### config.mk
export PLATFORM = sky130hd
export DESIGN_NAME = pbp_ctrl
export DESIGN_NICKNAME = d
export VERILOG_FILES = /design/src/design/pbp_pkg.sv /design/src/design/pbp_ctrl.sv
export VERILOG_INCLUDE_DIRS = /design/src /design/src/design
export SDC_FILE = /design/constraint.sdc
export NUM_CORES = 1
export LEC_CHECK = 0
export BUFFER_PORTS_ARGS = -buffer_cell sky130_fd_sc_hd__buf_2
export CAP_MARGIN = 20
export CORE_AREA = 2 2 39 41
export CTS_CLUSTER_DIAMETER = 60
export DETAILED_ROUTE_END_ITERATION = 16
export DIE_AREA = 0 0 41 43
export GPL_ROUTABILITY_DRIVEN = 0
export GPL_TIMING_DRIVEN = 0
export PLACE_DENSITY = 0.62
export REMOVE_ABC_BUFFERS = 1
export SLEW_MARGIN = 20
export SYNTH_ARGS = -nofsm -noshare
export SYNTH_HDL_FRONTEND = slang
export SYNTH_SLANG_ARGS = --single-unit
### constraint.sdc
create_clock -name clk -period 1.6 [get_ports clk]
set_input_delay 0.16 -clock clk [delete_from_list [all_inputs] [get_ports clk]]
set_output_delay 0.16 -clock clk [all_outputs]
set_load 0.005 [all_outputs]
### src/design/perceptron_branch_predictor_top_assert.svh
// assertion macros used by the predictor's controller
// expects clk and rst (synchronous, active high) in the including module
`ifndef PERCEPTRON_BRANCH_PREDICTOR_TOP_ASSERT_SVH
`define PERCEPTRON_BRANCH_PREDICTOR_TOP_ASSERT_SVH

// consequent holds in the same cycle as the antecedent
`define PBP_ASSERT_SAME(label, ante, cons, msg) \
  label: assert property (@(posedge clk) disable iff (rst) (ante) |-> (cons)) \
    else $error(msg);

// consequent holds in the cycle after the antecedent
`define PBP_ASSERT_NEXT(label, ante, cons, msg) \
  label: assert property (@(posedge clk) disable iff (rst) (ante) |=> (cons)) \
    else $error(msg);

`endif

### src/design/pbp_pkg.sv
// shared types and constants of the perceptron branch predictor
// no dependencies; imported by controller, datapath, row reduction unit and top level
`default_nettype none

package pbp_pkg;

  // item function codes
  localparam logic FUNC_PREDICT = 1'b0;
  localparam logic FUNC_TRAIN   = 1'b1;

  // training threshold register
  localparam int unsigned THRESH_W = 12;
  localparam logic [THRESH_W-1:0] THRESH_RESET = 12'd68;

  // commands from controller to datapath
  typedef struct packed {
    logic capture;
    logic mod_a;
    logic mod_b;
    logic mod_c;
    logic mem_rd;
    logic sum_a;
    logic sum_b;
    logic train_wr;
    logic clear;
    logic out_load;
  } dp_cmd_t;

  // status from datapath to controller
  typedef struct packed {
    logic is_train;
    logic clear_done;
  } dp_status_t;

endpackage

`default_nettype wire

### src/design/pbp_ctrl.sv
// controller: sequences the clearing pass, predict and train items, and
// owns the result valid; depends on pbp_pkg and the assertion macro header
`default_nettype none
`include "perceptron_branch_predictor_top_assert.svh"

module pbp_ctrl (
  input  wire logic                 clk,
  input  wire logic                 rst,
  input  wire logic                 in_valid,
  output logic                      in_ready,
  input  wire logic                 func,
  output logic                      out_valid,
  input  wire logic                 out_ready,
  output pbp_pkg::dp_cmd_t          cmd,
  input  wire pbp_pkg::dp_status_t  status
);
  import pbp_pkg::*;

  typedef enum logic [3:0] {
    S_CLEAR,
    S_IDLE,
    S_MOD_A,
    S_MOD_B,
    S_MOD_C,
    S_RD,
    S_SUM_A,
    S_SUM_B,
    S_UPD,
    S_OUT
  } state_t;

  state_t state;
  logic   in_beat;
  logic   out_free;

  assign in_ready = (state == S_IDLE);
  assign in_beat  = in_valid && in_ready;
  assign out_free = !out_valid || out_ready;

  // commands decoded from the state and the handshake signals
  always_comb begin
    cmd          = '0;
    cmd.capture  = in_beat;
    cmd.clear    = (state == S_CLEAR);
    cmd.mod_a    = (state == S_MOD_A);
    cmd.mod_b    = (state == S_MOD_B);
    cmd.mod_c    = (state == S_MOD_C);
    cmd.mem_rd   = (state == S_RD);
    cmd.sum_a    = (state == S_SUM_A);
    cmd.sum_b    = (state == S_SUM_B);
    cmd.train_wr = (state == S_UPD);
    cmd.out_load = (state == S_OUT) && out_free;
  end

  // state and result valid
  always_ff @(posedge clk) begin
    if (rst) begin
      state     <= S_CLEAR;
      out_valid <= 1'b0;
    end else begin
      // a new result replaces the one taken in the same cycle
      if (cmd.out_load) begin
        out_valid <= 1'b1;
      end else if (out_ready) begin
        out_valid <= 1'b0;
      end
      case (state)
        S_CLEAR: begin
          if (status.clear_done) begin
            state <= S_IDLE;
          end
        end
        S_IDLE: begin
          if (in_valid) begin
            state <= (func == FUNC_TRAIN) ? S_RD : S_MOD_A;
          end
        end
        S_MOD_A: state <= S_MOD_B;
        S_MOD_B: state <= S_MOD_C;
        S_MOD_C: state <= S_RD;
        S_RD: begin
          state <= status.is_train ? S_UPD : S_SUM_A;
        end
        S_SUM_A: state <= S_SUM_B;
        S_SUM_B: state <= S_OUT;
        S_UPD:   state <= S_OUT;
        S_OUT: begin
          if (out_free) begin
            state <= S_IDLE;
          end
        end
        default: state <= S_IDLE;
      endcase
    end
  end

  // a train beat goes straight to the row read
  `PBP_ASSERT_NEXT(a_train_reads, in_beat && (func == FUNC_TRAIN), state == S_RD, "train beat did not start a row read")
  // a predict beat reads its row after the three reduction steps
  `PBP_ASSERT_SAME(a_pred_reads, in_beat && (func == FUNC_PREDICT), ##4 cmd.mem_rd, "predict beat did not read its row in time")
  // table writes, reads and captures never overlap
  `PBP_ASSERT_SAME(a_cmd_excl, 1'b1, $onehot0({cmd.capture, cmd.mem_rd, cmd.train_wr, cmd.clear}), "overlapping datapath commands")
  // the clearing pass ends in idle once the last row is written
  `PBP_ASSERT_NEXT(a_clear_end, (state == S_CLEAR) && status.clear_done, state == S_IDLE, "clearing pass did not finish")

endmodule

`default_nettype wire

### Word level (Yosys, flattened, before mapping)

Index checks and enable logic that the tools add are counted.

* register bits: 5
* bits of input ports: 7
* word-level logic and storage cells: 30
* output and inout bits: 12

* muxes and demuxes: 8
* reduce and logical (&&, ||, !) cells: 8
* equal/unequal tests: 12

Operator list (count)
* 4-bit case mux with 9 select lines: 1
* 4-bit by 3-bit equality test with 1-bit output, second input constant: 4
* 4-bit 2-to-1 mux: 4
* 4-bit by 2-bit equality test with 1-bit output, second input constant: 2
* 4-bit equality test, second input constant: 2
* 4-bit by 1-bit equality test with 1-bit output, second input constant: 1
* 4-bit zero test: 1
* 2-bit != test, second input constant: 2
* 3-bit 2-to-1 mux: 1
* 3-bit AND reduction: 1
* 1-bit logical AND: 2
* 1-bit 2-to-1 mux: 2
* 2-bit by 1-bit != test with 1-bit output, second input constant: 1
* 2-bit nonzero test: 1
* 2-bit OR reduction: 1
* 1-bit zero test: 1
* 1-bit logical OR: 1

### Longest topological paths before layout

Gate-level depths: netlist (run 1).

* word-level depth: 4
* mapped depth: 5
* mapped depth without buffers: 3

### Worst setup path after synthesis (run 1)

OpenSTA, ideal clock, no wires.

* kind: flip-flop to output port
* start: reg state[2]
* end: out cmd[0] (netlist name)
* slack: 401 ps
* data arrival time: 1039 ps
* path buffers: 1
* cell stages (with the launch flop): 5
* data required time: 1440 ps
* cell sequence: dfxtp_1 > buf_6 > nand2b_4 > or3b_1 > nor2b_1

RTL lines
* start: declaration: RTL line pbp_ctrl.sv:32 `state_t state;`
* start signal: assignment: RTL line pbp_ctrl.sv:75 `state <= (func == FUNC_TRAIN) ? S_RD : S_MOD_A;`
* start signal: assignment: RTL line pbp_ctrl.sv:82 `state <= status.is_train ? S_UPD : S_SUM_A;`
* end: declaration: RTL line pbp_ctrl.sv:14 `output pbp_pkg::dp_cmd_t cmd,`

==> flow_summary.toml, run 1 <==
[cells_and_area]
drive_gt1_frac = 0.424
nNetsFinal = 74
fin_area_sq_um = 482
diodes = 0
fin_util = 0.348
area_delta_synth_final_pct = 30.1

[worst_setup_path]
worstSetupEndpointType = "output pin"
r2r_cells = 3
cp.arrival_ns = 1.35
critPathLaunchType = "flop"
critical_path_peak_fanout = 10
r2r_start = "state[1]"
critPathKind = "flop to output pin"
timing.rr.end = "state[0]"
required_ns = 1.44
rrSetupSlack_ns = 0.21

[routing]
drc = 0
drt-pass1-iter-count = 3
drt_iter0_drc = 8
routedWlPerCell_um = 9.99
ant_nets = 0
route.vias.total = 386
avgViaCountPerCell = 4.71
wirelength_um = 819

[worst_hold_path]
hold_depth = 2
hp-class = "primary input to flop"
hold_start = "rst"
worstHoldEndpoint = "out_valid"

[clocking]
cts_tree = "yes"
clockBufferDepth = 2
clk_latency_ns = 0.24
cts_root_buf = "clkbuf_4"
h-tree-depth = 1
path_clk_slew_ns = 0.04
clock-sinks = 5
cts_buffers = 3

[global_routing]
grt_max_degree = 14
antenna_found_initial = 0
grt_pass1_vias = 314
met3_usage = 0.0628
grt_busiest_layer = "met2"
use_met2 = 0.163
grt_pass1_wl_um = 1230
grt-ovfl-total = 0
use_met1 = 0.106
grt_usage = 0.106

[yosys]
syn-cell-area_sq_um = 370
yosysTopAreaCell = "dfxtp_1"
syn_area_per_cell_sq_um = 7.56
synth.yosys.seq_area_share = 0.270
synth_seq_cells = 5
syn_inst = 49
ys_types = 27
synthTopCellsByArea = "dfxtp_1 27%, nor2_1 6.1%, nor3_1 5.4%"
synth_top_area_share = 0.270
ys_warn_count = 0

[sta]
setup_viol = 0
max_slew_margin = 0.674
slew_viol_final = 0
hold_violations = 0
period_needed_ns = 1.51
finClkSkew_ns = 0.00295
worst_pin_slew_ns = 0.477
max_freq_mhz = 664
fin_crit_sh = 0.941
fin_tns_setup_ns = 0
rsz0062_at_grt = "false"
timing.final.ws_setup_ns = 0.0945

[floorplanning]
core-area_sq_mm = 0.00138
rows = 14
die_y_um = 43
pin_count = 19
die_area_sq_mm = 0.00176
initial_core_util = 0.268
die_w_um = 41

[pwr]
switching_share = 0.254
comb_power_share = 0.142
cell_internal_pwr_w = 0.000247
p_leak_nw = 0.229
vdd_drop_max_mv = 0.331
pwr-share-clk = 0.446
seq_power_share = 0.412
powerDensity_mw_per_mm2 = 688
p_sw_w = 0.0000842

[placement]
post-place-ws_ns = 0.252
port_buffers = 18
placed_area_sq_um = 449
post-dp-hpwl_um = 620

[status]
status = "finished clean"

[job]
drv_cap = 0
what timing repair did:
action                                  CTS  global route
hold buffers                              0             0
resized for setup                         1             3
endpoints found under the setup margin    1             1
setup buffers                             0             0
cloned                                    0             0
power by group through the flow:
stage          sequential (W)  combinational (W)  clock, W
5_1_grt              0.000137          0.0000538  0.000168
2_1_floorplan        0.000137          0.0000277         0
3_5_place_dp         0.000140          0.0000475         0
4_1_cts              0.000138          0.0000477  0.000156
6_report             0.000136          0.0000471  0.000148
3_3_place_gp         0.000140          0.0000468         0
state kept, by name, summed over array words and instances (netlist names):
signal,count
out_valid,1
state,4
through the flow:
stage | hold slack, ns | total power (W) | std cells
floorplan | 0.229 | 0.000165 | 44
global placement | 0.389 | 0.000187 | 78
detailed placement | 0.388 | 0.000187 | 78
CTS | 0.127 | 0.000342 | 82
global route | 0.128 | 0.000359 | 82
finish | 0.133 | 0.000331 | 82
kinds of logic (layout without fill, tap and decap cells):
kind of cell / Yosys count / count (layout) / synth area share
simple gates: 27 / 27 / 0.405
compound gates: 8 / 8 / 0.169
buf+inv: 8 / 25 / 0.115
mux: 1 / 1 / 0.0405
flops: 5 / 5 / 0.270
worst max-delay path, cell delays in order (launching register included):
cell	delay, ns
dfxtp_4	0.37
nand2b_4	0.15
or3b_1	0.37
nor2b_1	0.11
buf_2	0.11
layout make-up:
cell class	count	area (sq um)
Inverter	3	11.3
Multi-Input combinational cell	36	228
Sequential cell	5	106
Timing Repair Buffer	18	90.1
Clock buffer	4	26.3
Tap cell	16	20.0
Fill cell	150	902
Yosys cell counts:
| cell | n |
|---|---|
| or3_1 | 1 |
| and2_1 | 1 |
| buf_4 | 1 |
| a21oi_1 | 1 |
| nand2b_1 | 3 |
| nor2b_1 | 1 |
| a41o_1 | 1 |
| dfxtp_1 | 5 |
| nor3_1 | 4 |
| nand2b_4 | 1 |
| a211oi_1 | 1 |
| nor4_1 | 2 |
| nor2_1 | 6 |
| clkbuf_1 | 2 |
| and2_2 | 1 |
| a211o_1 | 1 |
| inv_1 | 3 |
| o22ai_1 | 1 |
| buf_2 | 1 |
| nor4b_1 | 1 |
| mux2_4 | 1 |
| nand2_1 | 5 |
| a2111oi_0 | 1 |
| o21a_1 | 1 |
| or3b_1 | 1 |
| buf_6 | 1 |
| a21oi_2 | 1 |
worst max-delay path by stage:
| stage | slack [ns] | cells after the start | startpoint | end |
|---|---|---|---|---|
| global placement | 0.24 | 4 | state[0] | cmd[0] |
| detailed placement | 0.25 | 4 | state[0] | cmd[0] |
| global route | 0.005 | 4 | state[2] | cmd[0] |
| CTS | 0.007 | 4 | state[2] | cmd[0] |
| finish | 0.09 | 4 | state[2] | cmd[0] |
| floorplan | 0.36 | 3 | state[2] | state[1] |
layer usage:
layer / vias up / part of all wire / routed length [um]
li1: 203 / - / -
met1: 168 / 0.43 / 355
met2: 13 / 0.48 / 393
met3: 2 / 0.077 / 63
met4: 0 / 0.0098 / 8
met5: - / 0 / 0
layout by cell type (no fill, tap or decap), types with 2 or more instances in the layout:
cell type | Yosys | routed
dfxtp_1 | 5 | 2
clkbuf_4 | 0 | 3
nor3_1 | 4 | 4
nand2_1 | 5 | 5
dfxtp_2 | 0 | 2
nand2b_1 | 3 | 3
buf_2 | 1 | 18
inv_1 | 3 | 3
nor2_1 | 6 | 6
nor4_1 | 2 | 2
(Power assumes the default switching activity.)
==> inputs of run 2 (changes only) <==
--- a/config.mk
+++ b/config.mk
@@ -14,7 +14,6 @@
 export DIE_AREA = 0 0 41 43
 export GPL_ROUTABILITY_DRIVEN = 0
 export GPL_TIMING_DRIVEN = 0
-export PLACE_DENSITY = 0.62
 export REMOVE_ABC_BUFFERS = 1
 export SLEW_MARGIN = 20
 export SYNTH_ARGS = -nofsm -noshare
==> run 2 against run 1 <==
  * Non-clock buffer count unchanged
  * Sequential power about the same
  * Utilization increased by 0.36 points
  * Wire length decreased by 4.2%
  * Critical path depth unchanged
  * Flip-flop and latch count unchanged
  * Die area unchanged
  * Combinational power about the same
  * Worst hold slack improved by 0.0011 ns
  * Clock-buffer cell count unchanged
  * Via count increased by 4.4%
  * First-iteration DRC count decreased by 25%
  * Largest cell class unchanged
  * Largest power group unchanged
==> flow_summary.toml, run 2 (synthesis results as in run 1) <==
[status]
status = "finished clean"

[placement]
port_buffers = 18
dp_cells = 78
post-dp-hpwl_um = 617

[sta]
hold_violations = 0
max_freq_mhz = 667
max_slew_margin = 0.669
worst_pin_slew_ns = 0.484
fin_crit_sh = 0.937
period_needed_ns = 1.50
finClkSkew_ns = 0.00442
fin_tns_setup_ns = 0
setup_viol = 0
slew_viol_final = 0
rsz0062_at_grt = "false"

[clocking]
cts_setup_buffers = 0
path_clk_slew_ns = 0.04
cts_buffers = 3
cts_tree = "yes"
ctsHoldBuffers = 0
h-tree-depth = 1
clock-sinks = 5
clk_latency_ns = 0.24
cts_resized = 1
cts_root_buf = "clkbuf_4"
clockBufferDepth = 2

[cells_and_area]
regMostFlops = "state"
area_delta_synth_final_pct = 31.4
final_cell_mix = "18 x buf_2, 6 x nor2_1, 5 x nand2_1"
nNetsFinal = 74
layout_commonest_cell = "buf_2"
largest_reg_flops = 4
diodes = 0
reg_top3 = "state (4), out_valid (1)"
fin_cells = 82
drive_gt1_frac = 0.455
fill_cells = 160

[worst_setup_path]
crit_chain = "nand2b_4 > or3b_4 > nor2b_2 > buf_2"
critical_path_peak_fanout = 10
worstSetupEndpointType = "output pin"
critPathSlowestCell = "or3b_4"
required_ns = 1.44
cp.arrival_ns = 1.34
critPathLaunchType = "flop"
path_buf_inv = 1
critPathKind = "flop to output pin"
critPathTopFamily = "simple AND/OR/NAND/NOR gates"
max_stage_delay_ns = 0.38

[routing]
drc = 0
route.vias.total = 403
routedWlPerCell_um = 9.57
drt-pass1-iter-count = 2
avgViaCountPerCell = 4.91
ant_nets = 0
wirelength_um = 785
drt_iter0_drc = 6

[floorplanning]
pin_count = 19
core-area_sq_mm = 0.00138
initial_core_util = 0.268
die_area_sq_mm = 0.00176
die_w_um = 41
die_y_um = 43
rows = 14

[global_routing]
grt-ovfl-total = 0
grt_pass1_vias = 291
grt_max_degree = 14
grt_usage = 0.0954
grt_pass1_wl_um = 1120
antenna_found_initial = 0

[job]
drv_cap = 0

[pwr]
p_leak_nw = 0.233
vdd_drop_max_mv = 0.434
powerDensity_mw_per_mm2 = 673
p_total_w = 0.000328

[worst_hold_path]
hp-class = "primary input to flop"
[run 2: cell counts in the layout (fill, tap and decap cells not counted)]
Identical to the previous run, type by type.
[run 2: cell type report]
| class | instances | area, sq um | share of cell area |
|---|---|---|---|
| clock buffers | 4 | 26.3 | 0.0540 |
| inverters | 3 | 11.3 | 0.0231 |
| multi-input cells | 36 | 233 | 0.478 |
| flip-flops and latches | 5 | 106 | 0.219 |
| well taps | 16 | 20.0 | 0.0411 |
| repair buffers | 18 | 90.1 | 0.185 |
[run 2: worst paths after layout]
| kind | startpoint | end | slack (ns) | depth (start not counted) |
|---|---|---|---|---|
| hold reg to reg | out_valid | out_valid | 0.51 | 2 |
| setup reg to reg | state[1] | state[0] | 0.20 | 3 |
| hold / removal | rst | state[0] | 0.13 | 2 |
| setup / recovery | state[2] | cmd[0] | 0.10 | 4 |
[run 2: metrics by stage]
step	area [sq um]	worst slack, ns	util	hold WS [ns]
finish	487	0.101	0.352	0.134
global route	487	0.00727	0.352	0.141
CTS	477	0.00323	0.344	0.134
detailed placement	449	0.230	0.325	0.388
global placement	449	0.228	0.325	0.390
floorplan	339	0.359	-	0.229
[run 2: power by group]
group	leakage (nW)	total [W]	internal (W)	switching, W
Combinational	0.176	0.0000472	0.0000253	0.0000219
Clock	0.0150	0.000144	0.0000942	0.0000498
Sequential	0.0421	0.000136	0.000128	0.00000894
[run 2: routing by layer]
| layer | up-vias | track usage | share of wire |
|---|---|---|---|
| li1 | 203 | - | - |
| met5 | - | 0 | 0 |
| met1 | 186 | 0.119 | 0.45 |
| met2 | 14 | 0.134 | 0.47 |
| met3 | 0 | 0.0628 | 0.078 |
| met4 | 0 | 0.0200 | 0 |
==> inputs of run 3 (changes only) <==
==> constraint.sdc (replaced) <==
create_clock -name clk -period 1.7 [get_ports clk]
set_input_delay 0.17 -clock clk [delete_from_list [all_inputs] [get_ports clk]]
set_output_delay 0.17 -clock clk [all_outputs]
set_load 0.005 [all_outputs]
==> run 3 against run 2 <==
  * Flip-flop and latch count unchanged
  * Largest power group unchanged
  * Clock skew decreased by 0.0023 ns
  * Global-route usage unchanged
  * Critical endpoint unchanged
  * Non-clock buffer count unchanged
  * Combinational power decreased by 6.1%
  * Highest routed layer unchanged
  * Critical path depth decreased by 1
  * Sequential share of layout area decreased by 0.38 points
  * Total power decreased by 6.0%
  * Final cell count unchanged
  * Die area unchanged
  * Largest cell class unchanged
==> flow_summary.toml, run 3 (synthesis results as in run 1) <==
[status]
status = "finished clean"

[global_routing]
grt_pass1_vias = 291
grt_pass1_wl_um = 1120
use_met1 = 0.119
met3_usage = 0.0628
grt_busiest_layer = "met2"
antenna_found_initial = 0
grt_max_degree = 14
grt_usage = 0.0954
use_met2 = 0.134
grt-ovfl-total = 0

[worst_setup_path]
max_stage_delay_ns = 0.49
critPathKind = "flop to output pin"
cp.arrival_ns = 1.37
critPathSlowestCell = "dfxtp_1"
r2r_cells = 3
worstSetupEndpointType = "output pin"
required_ns = 1.53
critical_path_peak_fanout = 11
crit_chain = "or3b_1 > nor2b_1 > buf_2"
critPathLaunchType = "flop"

[routing]
avgViaCountPerCell = 4.90
drc = 0
routedWlPerCell_um = 9.51
drt_iter0_drc = 3
route.vias.total = 402
wirelength_um = 780
drt-pass1-iter-count = 2
ant_nets = 0

[clocking]
clk_latency_ns = 0.24
clockBufferDepth = 2
cts_setup_buffers = 0
cts_buffers = 3
cts_root_buf = "clkbuf_4"
clock-sinks = 5
path_clk_slew_ns = 0.04
ctsHoldBuffers = 0
h-tree-depth = 1
cts_resized = 0
cts_tree = "yes"

[sta]
period_needed_ns = 1.54
setup_viol = 0
rsz0062_at_grt = "false"
worst_pin_slew_ns = 0.495
finClkSkew_ns = 0.00216
max_slew_margin = 0.662
slew_viol_final = 0
hold_violations = 0
fin_crit_sh = 0.904
fin_tns_setup_ns = 0
max_freq_mhz = 651

[floorplanning]
core-area_sq_mm = 0.00138
initial_core_util = 0.268
die_area_sq_mm = 0.00176
rows = 14
die_w_um = 41
pin_count = 19
die_y_um = 43

[cells_and_area]
nNetsFinal = 74
diodes = 0
largest_reg_flops = 4
final_cell_mix = "18 x buf_2, 6 x nor2_1, 5 x nand2_1"
drive_gt1_frac = 0.409
layout_commonest_cell = "buf_2"
area_delta_synth_final_pct = 29.1
reg_top3 = "state (4), out_valid (1)"
regMostFlops = "state"

[pwr]
powerDensity_mw_per_mm2 = 644
p_sw_w = 0.0000743
pwr-share-clk = 0.435
p_total_w = 0.000308
cell_internal_pwr_w = 0.000234
comb_power_share = 0.144
vdd_drop_max_mv = 0.406
seq_power_share = 0.421
switching_share = 0.241
p_leak_nw = 0.228

[worst_hold_path]
hold_depth = 2
hp-class = "primary input to flop"

[placement]
port_buffers = 18
post-dp-hpwl_um = 617

[job]
drv_cap = 0
## run 3: changes by cell type in the layout (fill, tap and decap cells not counted)
cell     change
nor2b_2      -1
dfxtp_1      +1
dfxtp_4      -1
nor2b_1      +1
or3b_1       +1
or3b_4       -1
## run 3: metal layers
layer / share of wire / vias to the layer above
met2: 0.48 / 14
met5: 0 / -
met1: 0.44 / 187
met4: 0 / 0
met3: 0.085 / 0
li1: - / 201
## run 3: area by class of cell
| cell class | instances | area, sq um |
|---|---|---|
| clock buffer | 4 | 26.3 |
| timing repair buffer | 18 | 90.1 |
| multi-input combinational | 36 | 228 |
| inverter | 3 | 11.3 |
| sequential | 5 | 103 |
| tap | 16 | 20.0 |
| fill | 159 | 906 |
## run 3: worst paths after layout
path / slack (ns) / endpoint / from
worst min-delay path: 0.14 / state[0] / rst
worst min register to register: 0.51 / out_valid / out_valid
worst max register to register: 0.31 / state[0] / state[1]
worst max-delay path: 0.16 / cmd[0] / state[3]
## run 3: power groups by stage
stage,Combinational (W),Sequential [W],Clock [W]
6_report,0.0000443,0.000130,0.000134
5_1_grt,0.0000506,0.000131,0.000144
4_1_cts,0.0000447,0.000129,0.000139
3_5_place_dp,0.0000445,0.000131,0
3_3_place_gp,0.0000441,0.000132,0
2_1_floorplan,0.0000260,0.000129,0
## run 3: metrics by stage
stage	utilization	cells	setup slack, ns	instance area [sq um]	hold slack [ns]
after floorplan	-	44	0.459	339	0.239
after global placement	0.325	78	0.328	449	0.400
after detailed placement	0.325	78	0.320	449	0.398
after CTS	0.344	82	0.0606	475	0.145
after global routing	0.345	82	0.0268	478	0.151
final	0.345	82	0.163	478	0.144
## run 3: worst max-delay path, delay by kind of cell (launching register included)
| kind | cells | cell delay, ns |
|---|---|---|
| and+or+nand+nor | 2 | 0.52 |
| DFF | 1 | 0.49 |
| buffers and inverters | 1 | 0.11 |
